### src/hdl/tsn_pkg.sv
// Shared types, constants and character helpers for the text stream normalizer.
// Used by tsn_ctrl, tsn_dp and text_stream_normalizer; depends on nothing.
`default_nettype none

package tsn_pkg;

    // Interior whitespace store
    localparam int GAP_DEPTH = 16;
    localparam int GAP_CNT_W = $clog2(GAP_DEPTH + 1);
    localparam int GAP_IDX_W = (GAP_DEPTH > 1) ? $clog2(GAP_DEPTH) : 1;

    localparam logic [7:0] HEADER_SKIP_RST = 8'd8;

    // Character codes
    localparam logic [7:0] CH_NL    = 8'h0A;
    localparam logic [7:0] CH_TAB   = 8'h09;
    localparam logic [7:0] CH_SPACE = 8'h20;
    localparam logic [7:0] CH_QUOTE = 8'h22;

    // Class of the byte handed to the line stage
    localparam logic [1:0] KIND_NL   = 2'd0;
    localparam logic [1:0] KIND_WS   = 2'd1;
    localparam logic [1:0] KIND_CHAR = 2'd2;

    // Source of an emitted byte
    localparam logic [1:0] SRC_CUR = 2'd0;
    localparam logic [1:0] SRC_GAP = 2'd1;
    localparam logic [1:0] SRC_NL  = 2'd2;

    // Commands from controller to datapath
    typedef struct packed {
        logic       load;
        logic       sel_op2;
        logic       emit;
        logic [1:0] emit_src;
        logic       ws_store;
        logic       line_close;
        logic       char_done;
        logic       gidx_clr;
        logic       gidx_inc;
        logic       flush;
        logic       text_end;
    } t_cmd;

    // Status from datapath to controller
    typedef struct packed {
        logic       cur_valid;
        logic [1:0] cur_kind;
        logic       line_begun;
        logic       gap_any;
        logic       gap_end;
        logic       last;
        logic       can_emit;
        logic       can_flush;
        logic       pend_v;
    } t_sts;

    // Digits and the listed punctuation symbols
    function automatic logic is_listed(input logic [7:0] c);
        logic hit;
        case (c) inside
            [8'h30:8'h39],                              // 0-9
            8'h2E, 8'h2C, 8'h5B, 8'h5D, 8'h7B, 8'h7D,   // . , [ ] { }
            8'h2B, 8'h3D, 8'h2A, 8'h21, 8'h40, 8'h23,   // + = * ! @ #
            8'h24, 8'h25, 8'h5E, 8'h26, 8'h28, 8'h29,   // $ % ^ & ( )
            8'h2D, 8'h5F, 8'h3C, 8'h3E, 8'h3F, 8'h2F,   // - _ < > ? /
            8'h27, 8'h22, 8'h3B, 8'h3A, 8'h60, 8'h7E:   // ' " ; : ` ~
                hit = 1'b1;
            default:
                hit = 1'b0;
        endcase
        return hit;
    endfunction

    // ASCII A-Z to lowercase, all else unchanged
    function automatic logic [7:0] lower_ascii(input logic [7:0] c);
        logic [7:0] r;
        r = ((c >= 8'h41) && (c <= 8'h5A)) ? (c + 8'd32) : c;
        return r;
    endfunction

endpackage

`default_nettype wire

### src/hdl/tsn_dp.sv
// Datapath of the text stream normalizer: header skip, three-byte window,
// line-stage state, whitespace store, pending and output registers. Uses tsn_pkg.
`default_nettype none

module tsn_dp (
    input  wire logic          i_clk,
    input  wire logic          i_rst_n,
    input  wire logic          i_cfg_we,
    input  wire logic [7:0]    i_cfg_wdata,
    input  wire logic [7:0]    i_in_char,
    input  wire logic          i_in_last,
    input  wire tsn_pkg::t_cmd i_cmd,
    output tsn_pkg::t_sts      o_sts,
    input  wire logic          i_m_tready,
    output logic               o_m_tvalid,
    output logic [7:0]         o_m_tdata,
    output logic               o_m_tlast,
    output logic               o_m_tuser
);

    // Text state
    logic [7:0]                   r_header_skip, n_header_skip;
    logic [7:0]                   r_skip_left,   n_skip_left;
    logic [1:0]                   r_fill,        n_fill;
    logic [7:0]                   r_prior,       n_prior;
    logic [7:0]                   r_middle,      n_middle;
    logic                         r_line_begun,  n_line_begun;
    logic [tsn_pkg::GAP_CNT_W-1:0] r_gap_count,  n_gap_count;
    logic                         r_last_tab,    n_last_tab;
    logic                         r_text_open,   n_text_open;

    // Line-stage operations of the current item
    logic       r_op1_v, n_op1_v;
    logic [7:0] r_op1_char, n_op1_char;
    logic       r_op2_v, n_op2_v;
    logic [7:0] r_op2_char, n_op2_char;
    logic       r_last;

    // Whitespace store, 0 = space, 1 = tab
    logic [tsn_pkg::GAP_DEPTH-1:0] r_gap_kinds;
    logic [tsn_pkg::GAP_IDX_W-1:0] r_gidx;

    // One-deep lookahead and output register
    logic       r_pend_v;
    logic [7:0] r_pend_char;
    logic       r_out_v;
    logic [7:0] r_out_char;
    logic       r_out_last;
    logic       r_out_done;

    logic       w_apart;
    logic [7:0] w_cur;
    logic       w_cur_v;
    logic       w_cur_tab;
    logic       w_cur_space;
    logic       w_ws_ok;
    logic       w_out_free;
    logic [7:0] w_emit_char;
    logic [7:0] w_skip_load;

    // Select the current line-stage byte and classify it
    assign w_cur       = i_cmd.sel_op2 ? r_op2_char : r_op1_char;
    assign w_cur_v     = i_cmd.sel_op2 ? r_op2_v    : r_op1_v;
    assign w_cur_tab   = (w_cur == tsn_pkg::CH_TAB);
    assign w_cur_space = (w_cur == tsn_pkg::CH_SPACE);

    // Whitespace is stored only inside a line, a space only if it does not follow a stored space, up to the depth
    assign w_ws_ok = r_line_begun
                   && !(w_cur_space && (r_gap_count != '0) && !r_last_tab)
                   && (r_gap_count < tsn_pkg::GAP_CNT_W'(tsn_pkg::GAP_DEPTH));

    assign w_apart     = (r_prior != tsn_pkg::CH_SPACE) && (i_in_char != tsn_pkg::CH_SPACE);
    assign w_skip_load = i_cfg_we ? i_cfg_wdata : r_header_skip;

    // Status toward the controller
    assign w_out_free = !r_out_v || i_m_tready;

    always_comb begin
        o_sts            = '0;
        o_sts.cur_valid  = w_cur_v;
        if (w_cur == tsn_pkg::CH_NL) begin
            o_sts.cur_kind = tsn_pkg::KIND_NL;
        end else if (w_cur_space || w_cur_tab) begin
            o_sts.cur_kind = tsn_pkg::KIND_WS;
        end else begin
            o_sts.cur_kind = tsn_pkg::KIND_CHAR;
        end
        o_sts.line_begun = r_line_begun;
        o_sts.gap_any    = (r_gap_count != '0);
        o_sts.gap_end    = ((tsn_pkg::GAP_CNT_W'(r_gidx) + tsn_pkg::GAP_CNT_W'(1))
                            == r_gap_count);
        o_sts.last       = r_last;
        o_sts.can_emit   = !r_pend_v || w_out_free;
        o_sts.can_flush  = w_out_free;
        o_sts.pend_v     = r_pend_v;
    end

    // Next text state: window on load, line stage on commands, reload at text end, header skip on config write
    always_comb begin
        n_header_skip = r_header_skip;
        n_skip_left   = r_skip_left;
        n_fill        = r_fill;
        n_prior       = r_prior;
        n_middle      = r_middle;
        n_line_begun  = r_line_begun;
        n_gap_count   = r_gap_count;
        n_last_tab    = r_last_tab;
        n_text_open   = r_text_open;
        n_op1_v       = r_op1_v;
        n_op1_char    = r_op1_char;
        n_op2_v       = r_op2_v;
        n_op2_char    = r_op2_char;

        if (i_cmd.load) begin
            n_text_open = 1'b1;
            n_op1_v     = 1'b0;
            n_op1_char  = tsn_pkg::CH_SPACE;
            n_op2_v     = 1'b0;
            n_op2_char  = tsn_pkg::lower_ascii(i_in_char);
            if (r_skip_left != '0) begin
                n_skip_left = r_skip_left - 8'd1;
            end else if (r_fill == 2'd0) begin
                n_prior = i_in_char;
                n_fill  = 2'd1;
            end else if (r_fill == 2'd1) begin
                n_middle = i_in_char;
                n_fill   = 2'd2;
            end else begin
                if (r_middle == tsn_pkg::CH_NL) begin
                    if ((r_prior == tsn_pkg::CH_QUOTE) && (i_in_char == tsn_pkg::CH_QUOTE)) begin
                        n_op1_v    = 1'b1;
                        n_op1_char = tsn_pkg::CH_NL;
                    end else begin
                        n_op1_v    = w_apart;
                    end
                end else if (tsn_pkg::is_listed(r_middle)) begin
                    n_op1_v = w_apart;
                end else begin
                    n_op1_v    = 1'b1;
                    n_op1_char = tsn_pkg::lower_ascii(r_middle);
                end
                n_prior  = r_middle;
                n_middle = i_in_char;
                n_op2_v  = i_in_last && !tsn_pkg::is_listed(i_in_char)
                           && (i_in_char != tsn_pkg::CH_SPACE);
            end
        end

        if (i_cmd.line_close) begin
            n_line_begun = 1'b0;
            n_gap_count  = '0;
        end
        if (i_cmd.char_done) begin
            n_line_begun = 1'b1;
            n_gap_count  = '0;
        end
        if (i_cmd.ws_store && w_ws_ok) begin
            n_gap_count = r_gap_count + tsn_pkg::GAP_CNT_W'(1);
            n_last_tab  = w_cur_tab;
        end

        if (i_cmd.text_end) begin
            n_skip_left  = w_skip_load;
            n_fill       = 2'd0;
            n_prior      = '0;
            n_middle     = '0;
            n_line_begun = 1'b0;
            n_gap_count  = '0;
            n_text_open  = 1'b0;
        end

        if (i_cfg_we) begin
            n_header_skip = i_cfg_wdata;
            if (!r_text_open) begin
                n_skip_left = i_cfg_wdata;
            end
        end
    end

    // Hold text state
    always_ff @(posedge i_clk) begin
        if (!i_rst_n) begin
            r_header_skip <= tsn_pkg::HEADER_SKIP_RST;
            r_skip_left   <= tsn_pkg::HEADER_SKIP_RST;
            r_fill        <= 2'd0;
            r_prior       <= '0;
            r_middle      <= '0;
            r_line_begun  <= 1'b0;
            r_gap_count   <= '0;
            r_last_tab    <= 1'b0;
            r_text_open   <= 1'b0;
            r_op1_v       <= 1'b0;
            r_op2_v       <= 1'b0;
            r_last        <= 1'b0;
            r_gidx        <= '0;
        end else begin
            r_header_skip <= n_header_skip;
            r_skip_left   <= n_skip_left;
            r_fill        <= n_fill;
            r_prior       <= n_prior;
            r_middle      <= n_middle;
            r_line_begun  <= n_line_begun;
            r_gap_count   <= n_gap_count;
            r_last_tab    <= n_last_tab;
            r_text_open   <= n_text_open;
            r_op1_v       <= n_op1_v;
            r_op2_v       <= n_op2_v;
            if (i_cmd.load) begin
                r_last <= i_in_last;
            end
            if (i_cmd.gidx_clr) begin
                r_gidx <= '0;
            end else if (i_cmd.gidx_inc) begin
                r_gidx <= r_gidx + tsn_pkg::GAP_IDX_W'(1);
            end
        end
    end

    // Operation bytes and whitespace store carry no reset
    always_ff @(posedge i_clk) begin
        r_op1_char <= n_op1_char;
        r_op2_char <= n_op2_char;
        if (i_cmd.ws_store && w_ws_ok) begin
            r_gap_kinds[r_gap_count[tsn_pkg::GAP_IDX_W-1:0]] <= w_cur_tab;
        end
    end

    // Pick the byte to emit
    always_comb begin
        case (i_cmd.emit_src)
            tsn_pkg::SRC_CUR: w_emit_char = w_cur;
            tsn_pkg::SRC_GAP: w_emit_char = r_gap_kinds[r_gidx] ? tsn_pkg::CH_TAB
                                                                : tsn_pkg::CH_SPACE;
            tsn_pkg::SRC_NL:  w_emit_char = tsn_pkg::CH_NL;
            default:          w_emit_char = tsn_pkg::CH_NL;
        endcase
    end

    // Advance pending and output beat valid flags
    always_ff @(posedge i_clk) begin
        if (!i_rst_n) begin
            r_pend_v <= 1'b0;
            r_out_v  <= 1'b0;
        end else begin
            if (r_out_v && i_m_tready) begin
                r_out_v <= 1'b0;
            end
            if (i_cmd.emit) begin
                if (r_pend_v) begin
                    r_out_v <= 1'b1;
                end
                r_pend_v <= 1'b1;
            end
            if (i_cmd.flush) begin
                r_out_v  <= 1'b1;
                r_pend_v <= 1'b0;
            end
        end
    end

    // Move payload: a newer byte pushes the pending one out, flush marks the run end
    always_ff @(posedge i_clk) begin
        if (i_cmd.emit) begin
            r_pend_char <= w_emit_char;
            if (r_pend_v) begin
                r_out_char <= r_pend_char;
                r_out_last <= 1'b0;
                r_out_done <= 1'b0;
            end
        end
        if (i_cmd.flush) begin
            r_out_char <= r_pend_char;
            r_out_last <= 1'b1;
            r_out_done <= r_last;
        end
    end

    assign o_m_tvalid = r_out_v;
    assign o_m_tdata  = r_out_char;
    assign o_m_tlast  = r_out_last;
    assign o_m_tuser  = r_out_done;

endmodule

`default_nettype wire

### src/hdl/tsn_ctrl.sv
// Controller of the text stream normalizer: steps each item through its
// line-stage operations, whitespace flush, line close and run end. Uses tsn_pkg.
`default_nettype none

module tsn_ctrl (
    input  wire logic          i_clk,
    input  wire logic          i_rst_n,
    input  wire logic          i_s_tvalid,
    output logic               o_s_tready,
    input  wire tsn_pkg::t_sts i_sts,
    output tsn_pkg::t_cmd      o_cmd
);

    localparam logic [2:0] S_IDLE  = 3'd0;
    localparam logic [2:0] S_STAGE = 3'd1;
    localparam logic [2:0] S_GAP   = 3'd2;
    localparam logic [2:0] S_CHAR  = 3'd3;
    localparam logic [2:0] S_END   = 3'd4;
    localparam logic [2:0] S_FLUSH = 3'd5;

    logic [2:0] r_state, n_state;
    logic       r_sel, n_sel;
    logic       w_advance;

    assign o_s_tready = (r_state == S_IDLE);

    // Sequence the item
    always_comb begin
        n_state       = r_state;
        n_sel         = r_sel;
        o_cmd         = '0;
        o_cmd.sel_op2 = r_sel;
        w_advance     = 1'b0;

        case (r_state)
            S_IDLE: begin
                if (i_s_tvalid) begin
                    o_cmd.load = 1'b1;
                    n_sel      = 1'b0;
                    n_state    = S_STAGE;
                end
            end
            S_STAGE: begin
                if (!i_sts.cur_valid) begin
                    w_advance = 1'b1;
                end else begin
                    case (i_sts.cur_kind)
                        tsn_pkg::KIND_NL: begin
                            if (!i_sts.line_begun) begin
                                o_cmd.line_close = 1'b1;
                                w_advance        = 1'b1;
                            end else if (i_sts.can_emit) begin
                                o_cmd.emit       = 1'b1;
                                o_cmd.emit_src   = tsn_pkg::SRC_NL;
                                o_cmd.line_close = 1'b1;
                                w_advance        = 1'b1;
                            end
                        end
                        tsn_pkg::KIND_WS: begin
                            o_cmd.ws_store = 1'b1;
                            w_advance      = 1'b1;
                        end
                        default: begin
                            if (i_sts.line_begun && i_sts.gap_any) begin
                                o_cmd.gidx_clr = 1'b1;
                                n_state        = S_GAP;
                            end else if (i_sts.can_emit) begin
                                o_cmd.emit      = 1'b1;
                                o_cmd.emit_src  = tsn_pkg::SRC_CUR;
                                o_cmd.char_done = 1'b1;
                                w_advance       = 1'b1;
                            end
                        end
                    endcase
                end
            end
            S_GAP: begin
                if (i_sts.can_emit) begin
                    o_cmd.emit     = 1'b1;
                    o_cmd.emit_src = tsn_pkg::SRC_GAP;
                    o_cmd.gidx_inc = 1'b1;
                    if (i_sts.gap_end) begin
                        n_state = S_CHAR;
                    end
                end
            end
            S_CHAR: begin
                if (i_sts.can_emit) begin
                    o_cmd.emit      = 1'b1;
                    o_cmd.emit_src  = tsn_pkg::SRC_CUR;
                    o_cmd.char_done = 1'b1;
                    w_advance       = 1'b1;
                end
            end
            S_END: begin
                if (i_sts.last && i_sts.line_begun) begin
                    if (i_sts.can_emit) begin
                        o_cmd.emit     = 1'b1;
                        o_cmd.emit_src = tsn_pkg::SRC_NL;
                        n_state        = S_FLUSH;
                    end
                end else begin
                    n_state = S_FLUSH;
                end
            end
            S_FLUSH: begin
                if (!i_sts.pend_v) begin
                    o_cmd.text_end = i_sts.last;
                    n_state        = S_IDLE;
                end else if (i_sts.can_flush) begin
                    o_cmd.flush    = 1'b1;
                    o_cmd.text_end = i_sts.last;
                    n_state        = S_IDLE;
                end
            end
            default: begin
                n_state = S_IDLE;
            end
        endcase

        // Step to the second operation, then to the line close
        if (w_advance) begin
            if (!r_sel) begin
                n_sel   = 1'b1;
                n_state = S_STAGE;
            end else begin
                n_state = S_END;
            end
        end
    end

    always_ff @(posedge i_clk) begin
        if (!i_rst_n) begin
            r_state <= S_IDLE;
            r_sel   <= 1'b0;
        end else begin
            r_state <= n_state;
            r_sel   <= n_sel;
        end
    end

endmodule

`default_nettype wire

### src/hdl/text_stream_normalizer.sv
// Text stream normalizer: one input beat per item, each causing zero or more output beats.
// Each item steps through accept, two line-stage steps, line close and run end;
// stored gaps ahead of a byte are flushed in the gap and char states, and output stalls
// hold the sequence. A new item is taken only once the controller is back in idle.
// Reset (i_rst_n low, synchronous): header skip back to 8, window and line state cleared.
// Instantiates tsn_ctrl and tsn_dp; uses tsn_pkg.
`default_nettype none

module text_stream_normalizer (
    input  wire logic       i_clk,
    input  wire logic       i_rst_n,
    input  wire logic       i_cfg_we,
    input  wire logic [7:0] i_cfg_wdata,   // header_skip
    input  wire logic       i_s_tvalid,
    output logic            o_s_tready,
    input  wire logic [7:0] i_s_tdata,     // [7:0] in_char
    input  wire logic       i_s_tlast,     // end_of_text
    output logic            o_m_tvalid,
    input  wire logic       i_m_tready,
    output logic [7:0]      o_m_tdata,     // [7:0] out_char
    output logic            o_m_tlast,     // run_last
    output logic            o_m_tuser      // [0] text_done
);

    tsn_pkg::t_cmd w_cmd;
    tsn_pkg::t_sts w_sts;

    tsn_ctrl u_ctrl (
        .i_clk      (i_clk),
        .i_rst_n    (i_rst_n),
        .i_s_tvalid (i_s_tvalid),
        .o_s_tready (o_s_tready),
        .i_sts      (w_sts),
        .o_cmd      (w_cmd)
    );

    tsn_dp u_dp (
        .i_clk       (i_clk),
        .i_rst_n     (i_rst_n),
        .i_cfg_we    (i_cfg_we),
        .i_cfg_wdata (i_cfg_wdata),
        .i_in_char   (i_s_tdata),
        .i_in_last   (i_s_tlast),
        .i_cmd       (w_cmd),
        .o_sts       (w_sts),
        .i_m_tready  (i_m_tready),
        .o_m_tvalid  (o_m_tvalid),
        .o_m_tdata   (o_m_tdata),
        .o_m_tlast   (o_m_tlast),
        .o_m_tuser   (o_m_tuser)
    );

    // No byte may be left pending when a new item is taken
    a_idle_no_pending: assert property (@(posedge i_clk) disable iff (!i_rst_n)
        o_s_tready |-> !w_sts.pend_v)
        else $error("pending byte left over at item accept");

    // Text end is only flagged on the last beat of a run
    a_done_on_last: assert property (@(posedge i_clk) disable iff (!i_rst_n)
        (o_m_tvalid && o_m_tuser) |-> o_m_tlast)
        else $error("text_done without run_last");

    // A flush always moves a pending byte into the output register
    a_flush_has_byte: assert property (@(posedge i_clk) disable iff (!i_rst_n)
        w_cmd.flush |-> (w_sts.pend_v && w_sts.can_flush))
        else $error("flush without a pending byte or free output");

endmodule

`default_nettype wire
### config.mk
export PLATFORM = sky130hd
export DESIGN_NAME = text_stream_normalizer
export DESIGN_NICKNAME = d
export VERILOG_FILES = /design/src/hdl/tsn_pkg.sv /design/src/hdl/tsn_dp.sv /design/src/hdl/tsn_ctrl.sv /design/src/hdl/text_stream_normalizer.sv
export SDC_FILE = /design/constraint.sdc
export NUM_CORES = 1
export LEC_CHECK = 0
export ABC_AREA = 1
export BUFFER_PORTS_ARGS = -buffer_cell sky130_fd_sc_hd__buf_2
export CORE_MARGIN = 2
export CORE_UTILIZATION = 30
export CTS_CLUSTER_DIAMETER = 50
export DETAILED_ROUTE_END_ITERATION = 16
export PLACE_DENSITY_LB_ADDON = 0.2
export SLEW_MARGIN = 20
export SYNTH_ARGS = -nofsm -noshare
export SYNTH_HDL_FRONTEND = slang
export SYNTH_SLANG_ARGS = --single-unit
export TNS_END_PERCENT = 50
### constraint.sdc
create_clock -name i_clk -period 2.4 [get_ports i_clk]
set_clock_uncertainty 0.15 [all_clocks]
set_input_delay 0.24 -clock i_clk [delete_from_list [all_inputs] [get_ports i_clk]]
set_output_delay 0.24 -clock i_clk [all_outputs]
set_load 0.1 [all_outputs]
-- After elaboration in Yosys (flattened, before gate mapping)
Cells that the tools add are included.
- mux-type cells: 107
- shifts and indexed selects: 0
- bitwise gates (word level): 3
- add/sub/neg operators: 6
- order comparisons: 12
- $mul: 0
- divide/modulo/power cells: 0
- reduce and logical (&&, ||, !) cells: 49
- equality and inequality tests: 86
- operators with widths (kind ; count):
    equality test 8 x 6 -> 1 bit, second input constant ; 44
    equality test 8 x 7 -> 1 bit, second input constant ; 18
    2-to-1 mux 8 bit ; 16
    OR reduction 31 bit ; 2
    2-to-1 mux 3 bit ; 18
    2-to-1 mux 1 bit ; 49
    equality test 8 x 4 -> 1 bit, second input constant ; 3
    one-hot mux 3 bit (6 select lines) ; 1
    logical AND 1 bit ; 17
    adder 8 x 6 -> 8 bit, second input constant ; 2
    bitwise mux 16 bit ; 1
    greater-or-equal comparator 8 x 6 -> 1 bit, second input constant ; 2
    greater-or-equal comparator 8 x 7 -> 1 bit, second input constant ; 2
    <= comparator 8 x 6 -> 1 bit, second input constant ; 2
    <= comparator 8 x 7 -> 1 bit, second input constant ; 2
    2-to-1 mux 2 bit ; 8
    != test 8 x 6 -> 1 bit, second input constant ; 2
    one-hot mux 8 bit (2 select lines) ; 1
    2-to-1 mux 5 bit ; 3
    2-to-1 mux 6 bit ; 2
    != test 3 x 1 -> 1 bit, second input constant ; 4
    one-hot mux 3 bit (4 select lines) ; 1
    less-than comparator 4 x 5 -> 1 bit, second input constant ; 2
    AND reduction 3 bit ; 3
    33 further kinds ; 58
- memory bits (read-only): 0
- bits in latches: 0
- memories: 0
- flip-flop bits (word level): 105
- logic and storage cells: 287
- input port bits: 22
- RAM bits: 0
- output and inout bits: 12

-- Depth between registers and ports, before layout
Gate-level depths: netlist (run 1).
- word-level depth: 14
- mapped depth: 17
- mapped depth without buffers: 15

-- By module
A second synthesis (run 1) with hierarchy kept.
- cell total of the unflattened synthesis: 784
- area total of the unflattened synthesis: 5860.6 µm²
- modules (own cells, without submodules) (module ; seq. area each (µm²) ; cells an instance ; area an instance (µm²) ; instances):
    tsn_dp ; 2512.4 ; 689 ; 5352.6 ; 1
    tsn_ctrl ; 80.1 ; 95 ; 508.0 ; 1

-- Worst setup path after synthesis (run 1)
OpenSTA, ideal clock, no wires.
- path kind: register to register
- start: reg u_dp.r_out_v (netlist: u_dp.o_m_tvalid)
- end: reg u_dp.r_out_char[0] (netlist: u_dp.o_m_tdata[0]), enable pin
- data required time: 1.943 ns
- cell stages (with the launch flop): 12
- slack: -0.272 ns
- path buffers: 0
- library setup time: 0.307 ns
- data arrival time: 2.215 ns
- cells stage by stage: dfxtp_1 inv_1 nor2_1 nand2_1 inv_1 nor2_4 nand2_2 nand2_2 nor2_4 nand3_2 nand2_2 nand2_1
- cells in the longest elaborated chain, start to end: 10
- elaborated cells between the ends (all ways): 18
- RTL lines (item ; RTL line ; source):
    from (decl) ; tsn_dp.sv:46 ; logic r_out_v;
    from (signal assigned) ; tsn_dp.sv:243 ; r_out_v <= 1'b0;
    from (signal assigned) ; tsn_dp.sv:246 ; r_out_v <= 1'b0;
    from (signal assigned) ; tsn_dp.sv:250 ; r_out_v <= 1'b1;
    logical NOT 1 bit (*) ; tsn_dp.sv:76 ; assign w_out_free = !r_out_v || i_m_tready;
    logical OR 1 bit (*) ; tsn_dp.sv:76 ;
    logical OR 1 bit ; tsn_dp.sv:93 ; o_sts.can_emit = !r_pend_v || w_out_free;
    2-to-1 mux 3 bit (on tied branches) ; -- ;
    2-to-1 mux 3 bit (on tied branches) ; tsn_ctrl.sv:64, tsn_ctrl.sv:49 ;
    one-hot mux 3 bit (2 select lines) ; tsn_ctrl.sv:47 ; case (i_sts.cur_kind)
    2-to-1 mux 7 bit ; tsn_ctrl.sv:44 ; if (!i_sts.cur_valid) begin
    one-hot mux 3 bit (4 select lines) ; tsn_ctrl.sv:35 ; case (r_state)
    nonzero test 2 bit (no line) ; -- ;
    AND reduction 2 bit (no line) (*) ; -- ;
    to (signal assigned) ; tsn_dp.sv:266 ; r_out_char <= r_pend_char;
    to (signal assigned) ; tsn_dp.sv:272 ; r_out_char <= r_pend_char;
    to (decl) ; tsn_dp.sv:47 ; logic [7:0] r_out_char;
Mark *: on every way between the ends. The rest lies on a longest branch, timed or not.
A chain may end at the register's enable or synchronous reset.

-- Worst setup path in the final report (run 1)
- start: reg u_ctrl.r_sel
- end: reg u_dp.r_out_char[1] (netlist: u_dp.o_m_tdata[1]), enable pin
- cells in the longest elaborated chain, start to end: 11
- elaborated cells between the ends (all ways): 15
- RTL lines (item ; RTL line ; source):
    from (decl) ; tsn_ctrl.sv:22 ; logic r_sel, n_sel;
    from (signal assigned) ; tsn_ctrl.sv:138 ; r_sel <= n_sel;
    2-to-1 mux 8 bit ; tsn_dp.sv:62 ; assign w_cur = i_cmd.sel_op2 ? r_op2_char : r_op1_char;
    equality test 8 x 6 -> 1 bit / equality test 8 x 4 -> 1 bit (equally long branches) ; tsn_dp.sv:65, tsn_dp.sv:64 ;
    logical OR 1 bit ; tsn_dp.sv:83 ; end else if (w_cur_space || w_cur_tab) begin
    2-to-1 mux 2 bit ; tsn_dp.sv:83 ;
    2-to-1 mux 2 bit ; tsn_dp.sv:81 ; if (w_cur == tsn_pkg::CH_NL) begin
    equality test 2 x 1 -> 1 bit / logical NOT 2 bit (equally long branches) ; tsn_ctrl.sv:47 ;
    one-hot mux 3 bit (2 select lines) ; tsn_ctrl.sv:47 ;
    2-to-1 mux 7 bit (*) ; tsn_ctrl.sv:44 ;
    one-hot mux 3 bit (4 select lines) (*) ; tsn_ctrl.sv:35 ;
    nonzero test 2 bit (no line) (*) ; -- ;
    AND reduction 2 bit (no line) (*) ; -- ;
Marks and branches as above.

==> metrics, run 1 <==
status complete, no violations; Multi-input gate area 0.00268 mm^2; Skew-Pair Late Insertion Delay 0.35 ns; setup ws final 0.226 ns; vias per cell 4.59; drt first pass iters 5; relative slew slack 0.384; sequential element share of the synthesized area 0.449; die width 143 um; initial DRC count 318; Hold Path Class in -> reg; Achievable Freq 0.460 GHz; total number of vias 4844; reg2reg start u_ctrl.r_sel; WS Path Type reg -> reg; H-tree depth 3; dpl ws 0.0945 ns; core area 0.0188 mm^2; Buffers on Ports 33; R2R cell count 14; Internal Pwr Total 3430 uW; FF+latch count, synth 105; final setup violating endpoints 0; drt drc 0; final net count 824; Clock transition at path regs 0.07 ns; Unique masters post-synth 48; dominant synthesized flop cell dfxtp_1; leading area contributor after synthesis edfxtp_1; DRT Wirelength 13.9 mm; Synth-to-Final Area Change 14.6%; CP Launch Type flip-flop; Antenna diodes 0; final setup TNS 0 ns; Seq. cell area 0.00259 mm^2; r2r setup slk 0.23 ns; Die ar. 0.0204 mm^2; RR Endpoint u_dp.o_m_tdata[1]; MaxCap Viol Count 0; Net Sw Frac 0.355; critical path arrival 2.07 ns; antenna-violating nets left 0; GP Congestion 0.874; post-synthesis async set-or-reset flop share 0; vias in the first global route 4572; total CTS buffers 9; syn nets 777; syn avg cell area 7.76 um^2; Comb pwr share 0.302; worst vdd ir 0.000423 V; worst endpoint required time 2.29 ns; Pwr Density 804 mW/mm^2; CP Launch Point u_ctrl.r_sel; fillcell total 2002; Max Fanout on Critical Path 15; top-count cell post-synth nand2_1; antenna violations before repair 0; Post-synth EDFFs 49; Final period util 0.906; Post-DP HPWL 10.5 mm; die height 143 um; gr ovfl total 0; clk root buf clkbuf_16; Worst Setup EP u_dp.o_m_tdata[1]; part of the power in registers 0.422; Leak 0.00270 uW; RSZ-0062 raised after global routing false; synthesis warning total 0; switching pwr 1890 uW; Ports 34; # Post-CTS Setup Buffers 0; first-pass GRT wire length 23.2 mm; CP endpoint kind flip-flop; CTS tree done; Post-synth top cells 145 x nand2_1, 107 x nor2_1, 98 x inv_1; Post-Syn Area 0.00578 mm^2; Synth area leaders edfxtp_1 25%, dfxtp_1 19%, nand2_1 9.4%; clock power share 0.277; Longest Clk Path Bufs 2; Final min period 2.17 ns; Starting Density 0.307; fraction of layout cells with a size suffix above 1 0.156; drt wl/cell 13.2 um; row count 50; Gate Count Post-Synth 744; largest net degree at the start of global routing 18; Final Hold Vio Count 0; Global Route Usage Sum 0.144; Synth top area share 0.255; clk sinks 105; slew of the pin with the lowest slew margin 0.918 ns; max-slew violations 0
## worst min path at each step
| stage | cells past startpoint | endpoint | from | slack (ns) |
|---|---|---|---|---|
| 2_1_floorplan | 0 | u_dp.r_op2_char[0] | i_s_tdata[0] | 0.19 |
| 3_3_place_gp | 0 | u_dp.o_m_tdata[2] | u_dp.r_pend_char[2] | 0.25 |
| 3_5_place_dp | 0 | u_dp.o_m_tdata[1] | u_dp.r_pend_char[1] | 0.26 |
| 4_1_cts | 3 | u_dp.r_header_skip[0] | i_cfg_wdata[0] | 0.0007 |
| 5_1_grt | 3 | u_dp.r_skip_left[3] | i_cfg_wdata[3] | 0.02 |
| 6_report | 3 | u_dp.r_header_skip[0] | i_cfg_wdata[0] | 0.009 |
## power groups by stage
stage	logic [uW]	registers (uW)	clock network [uW]
after floorplan	1170	2370	0
after global placement	1620	2280	0
after detailed placement	1610	2280	0
after CTS	1620	2240	1510
after global routing	1800	2270	1580
final	1610	2240	1470
## worst max-delay path, stage by stage (launching register included)
cell and delay, ns:
dfxtp_1 0.34, buf_12 0.15, inv_6 0.12, nand2_1 0.07, nand2_1 0.13, nand2_4 0.08, nor2_4 0.13, nand2_1 0.09
inv_2 0.09, nand2_2 0.06, nand2_2 0.07, nor2_4 0.04, nand3_2 0.09, nand2_2 0.08, nand2_2 0.18
## layout by cell type, fill, tap and decap left out, drive strengths merged, types with 4 or more instances in the layout
cell / netlist / routed
mux2i: 5 / 5
nor3: 13 / 13
o22ai: 5 / 5
clkbuf: 9 / 11
nand3: 41 / 41
a31oi: 4 / 4
nand4: 10 / 10
a211oi: 16 / 16
ha: 11 / 11
a21oi: 37 / 37
dfxtp: 56 / 56
nor2: 117 / 117
nand2: 175 / 175
edfxtp: 49 / 49
buf: 7 / 51
o221ai: 7 / 7
o21ai: 46 / 46
inv: 104 / 105
## per-layer routing
metal  vias up  routed length (um)  track usage  part of all wire
met1      2175                7070        0.200              0.51
li1       2561                   -            -                 -
met3        11                 525       0.0255             0.038
met2        97                6130        0.228              0.44
met5         -                   0            0                 0
met4         0                 167       0.0453             0.012
## cells by family after synthesis
family,count (synthesis),synth area share
adders and majority gates,11,0.0238
DFF,105,0.449
and+or+nand+nor,365,0.289
xor gates and xnor gates,5,0.00758
muxes,5,0.00866
AOI/OAI and AO/OA,131,0.135
buffers and inverters,122,0.0871
## cell type report
cell class	instances	area share
multi-input cells	517	0.405
flip-flops and latches	105	0.392
inverters	106	0.0611
well taps	260	0.0491
repair buffers	52	0.0488
clock buffers	11	0.0352
clock inverters	5	0.00851
## sequential cells by signal, indices dropped and copies added (netlist names), 8 cells and up
signal              flops
u_dp.o_m_tdata          8
u_dp.r_op1_char         8
u_dp.r_middle           8
u_dp.r_op2_char         8
u_dp.r_skip_left        8
u_dp.r_header_skip      8
u_dp.r_pend_char        8
u_dp.r_gap_kinds       16
u_dp.r_prior            8
## metrics by stage
stage	std cells	cell area (um^2)	power, uW	util	hold slack, ns
final	1056	6620	5320	0.351	0.00872
after global routing	1056	6620	5650	0.351	0.0169
after CTS	1056	6620	5380	0.351	0.000727
after detailed placement	1039	6320	3900	0.335	0.261
after global placement	1039	6320	3900	0.335	0.253
after floorplan	744	5780	3540	-	0.189
## timing repair
action                                  in CTS  in global routing
resized for setup                            0                  1
hold buffers                                 1                  0
endpoints found under the hold margin        1                  0
endpoints found under the setup margin       0                  9
Power figures use the tool's default switching activity.
==> inputs of run 2 (changes only) <==
--- a/config.mk
+++ b/config.mk
@@ -7,10 +7,12 @@
 export LEC_CHECK = 0
 export ABC_AREA = 1
 export BUFFER_PORTS_ARGS = -buffer_cell sky130_fd_sc_hd__buf_2
+export CAP_MARGIN = 20
 export CORE_MARGIN = 2
-export CORE_UTILIZATION = 30
+export CORE_UTILIZATION = 55
 export CTS_CLUSTER_DIAMETER = 50
 export DETAILED_ROUTE_END_ITERATION = 16
+export MAX_ROUTING_LAYER = met4
 export PLACE_DENSITY_LB_ADDON = 0.2
 export SLEW_MARGIN = 20
 export SYNTH_ARGS = -nofsm -noshare
==> run 2 against run 1 <==
Power fell by 7.3%. Sequential power barely moved. Non-clock buffer count down 3. Routed wire length is 4.3% lower. Sequential cell count did not move. Die area down 44%.
==> metrics, run 2 (synthesis gave the netlist of run 1 again) <==
critical path arrival 2.16 ns (+0.09 ns); hold depth 3 (unchanged); Final period util 0.928 (+0.0219); CTS tree done; fillcell total 932 (-53%); total number of vias 5116 (+5.6%); Leak 0.00264 uW (-1.9%); largest net degree at the start of global routing 19 (+1); relative slew slack 0.383 (-0.000543); gr ovfl total 0 (unchanged); worst vdd ir 0.000404 V (-4.5%); vias in the first global route 4603 (+0.68%); MaxCap Viol Count 0 (unchanged); die height 106 um (-25%); antenna-violating nets left 0 (unchanged); initial DRC count 413 (+30%); DRT Wirelength 13.3 mm (-4.3%); setup ws final 0.173 ns (-0.0527 ns); Ports 34 (unchanged); Starting Density 0.562 (+0.255); final net count 821 (-0.36%); Pwr Density 775 mW/mm^2 (-3.6%); vias per cell 5.51 (+20%); row count 37 (-26%); Antenna diodes 0 (unchanged); Buffers on Ports 33 (unchanged); most frequent cells in the layout 144 x nand2_1, 107 x nor2_1, 98 x inv_1; Skew-Pair Late Insertion Delay 0.37 ns (+0.02 ns); CP Launch Type flip-flop; final setup TNS 0 ns (unchanged); total CTS buffers 9 (unchanged); Hold Path Class in -> reg; dpl ws 0.124 ns (+0.0300 ns); first-pass GRT wire length 21.6 mm (-6.8%); worst endpoint required time 2.33 ns (+0.04 ns); fraction of layout cells with a size suffix above 1 0.149 (-0.00698); H-tree depth 3 (unchanged); final setup violating endpoints 0 (unchanged); GP Congestion 0.936 (+7.2%); core area 0.0103 mm^2 (-45%); Achievable Freq 0.449 GHz (-2.4%); antenna violations before repair 0 (unchanged); slew of the pin with the lowest slew margin 0.919 ns (+0.000808 ns); r2r setup slk 0.17 ns (-0.05 ns); Final min period 2.23 ns (+0.0527 ns); Final Hold Vio Count 0 (unchanged); Max Fanout on Critical Path 16 (+1); Post-DP HPWL 10.2 mm (-3.0%); die width 106 um (-25%); WS Path Type reg -> reg; clk root buf clkbuf_8; clk sinks 105 (unchanged); drt wl/cell 14.3 um (+8.8%); max reg flops 16 (unchanged); Global Route Usage Sum 0.246 (+0.102); Clock transition at path regs 0.10 ns (+0.03 ns); most common cell after layout, fill and taps aside nand2_1; Die ar. 0.0113 mm^2 (-44%); status complete, no violations; drt first pass iters 7 (+2); # Post-CTS Setup Buffers 0 (unchanged); RSZ-0062 raised after global routing false; R2R cell count 12 (-2); CP endpoint kind flip-flop; Longest Clk Path Bufs 2 (unchanged); Synth-to-Final Area Change 10.1%; max-slew violations 0 (unchanged); drt drc 0 (unchanged)
-- run 2: report_power, final --
| group | switching [uW] | leakage [uW] | internal, uW |
|---|---|---|---|
| clock | 624 | 0.000101 | 451 |
| combinational | 1120 | 0.00167 | 486 |
| sequential | 119 | 0.000876 | 2130 |
-- run 2: cell type report --
cell class                 count  area, um^2  area share
clock buffer                  10         149      0.0234
clock inverter                 6        45.0     0.00708
inverter                     106         404      0.0636
multi-input combinational    517        2680       0.422
sequential                   105        2590       0.408
tap                          136         170      0.0268
timing repair buffer          49         313      0.0492
-- run 2: through the flow --
stage               hold WS (ns)  utilization  cell area, um^2  cells  total power, uW
floorplan                  0.189            -             5780    744             3540
global placement           0.251        0.594             6100    907             3820
detailed placement         0.257        0.594             6100    907             3880
CTS                       0.0237        0.618             6360    929             4940
global route              0.0232        0.619             6360    929             5210
finish                    0.0201        0.619             6360    929             4930
-- run 2: per-layer routing --
layer | global-route usage | vias to the layer above | wire (um)
li1 | - | 2559 | -
met1 | 0.323 | 2360 | 6020
met2 | 0.400 | 176 | 6300
met3 | 0.0392 | 21 | 786
met4 | 0.0649 | 0 | 185
met5 | - | - | 0
-- run 2: what timing repair did --
item,4_1_cts,5_1_grt
endpoints found under the setup margin,0,9
gates resized for setup,0,1
hold buffers,6,0
hold endpoints to repair,8,0
-- run 2: critical path, stage by stage, from the launching register on --
cell and delay, ns:
dfxtp_1 0.34, buf_12 0.15, inv_6 0.12, nand2_1 0.07, nand2_1 0.12, nand2_1 0.08, nor2_2 0.16, nand2_2 0.08
nand2_2 0.11, nand3_2 0.14, clkinv_2 0.13, nand2_1 0.14, nor2_1 0.14
-- run 2: path summary, 6_finish.rpt --
kind / from / to
max: u_ctrl.r_sel / u_dp.r_gap_kinds[6]
min: i_s_tlast / u_dp.r_last
max reg2reg: u_ctrl.r_sel / u_dp.r_gap_kinds[6]
min reg2reg: u_dp.r_pend_char[7] / u_dp.o_m_tdata[7]
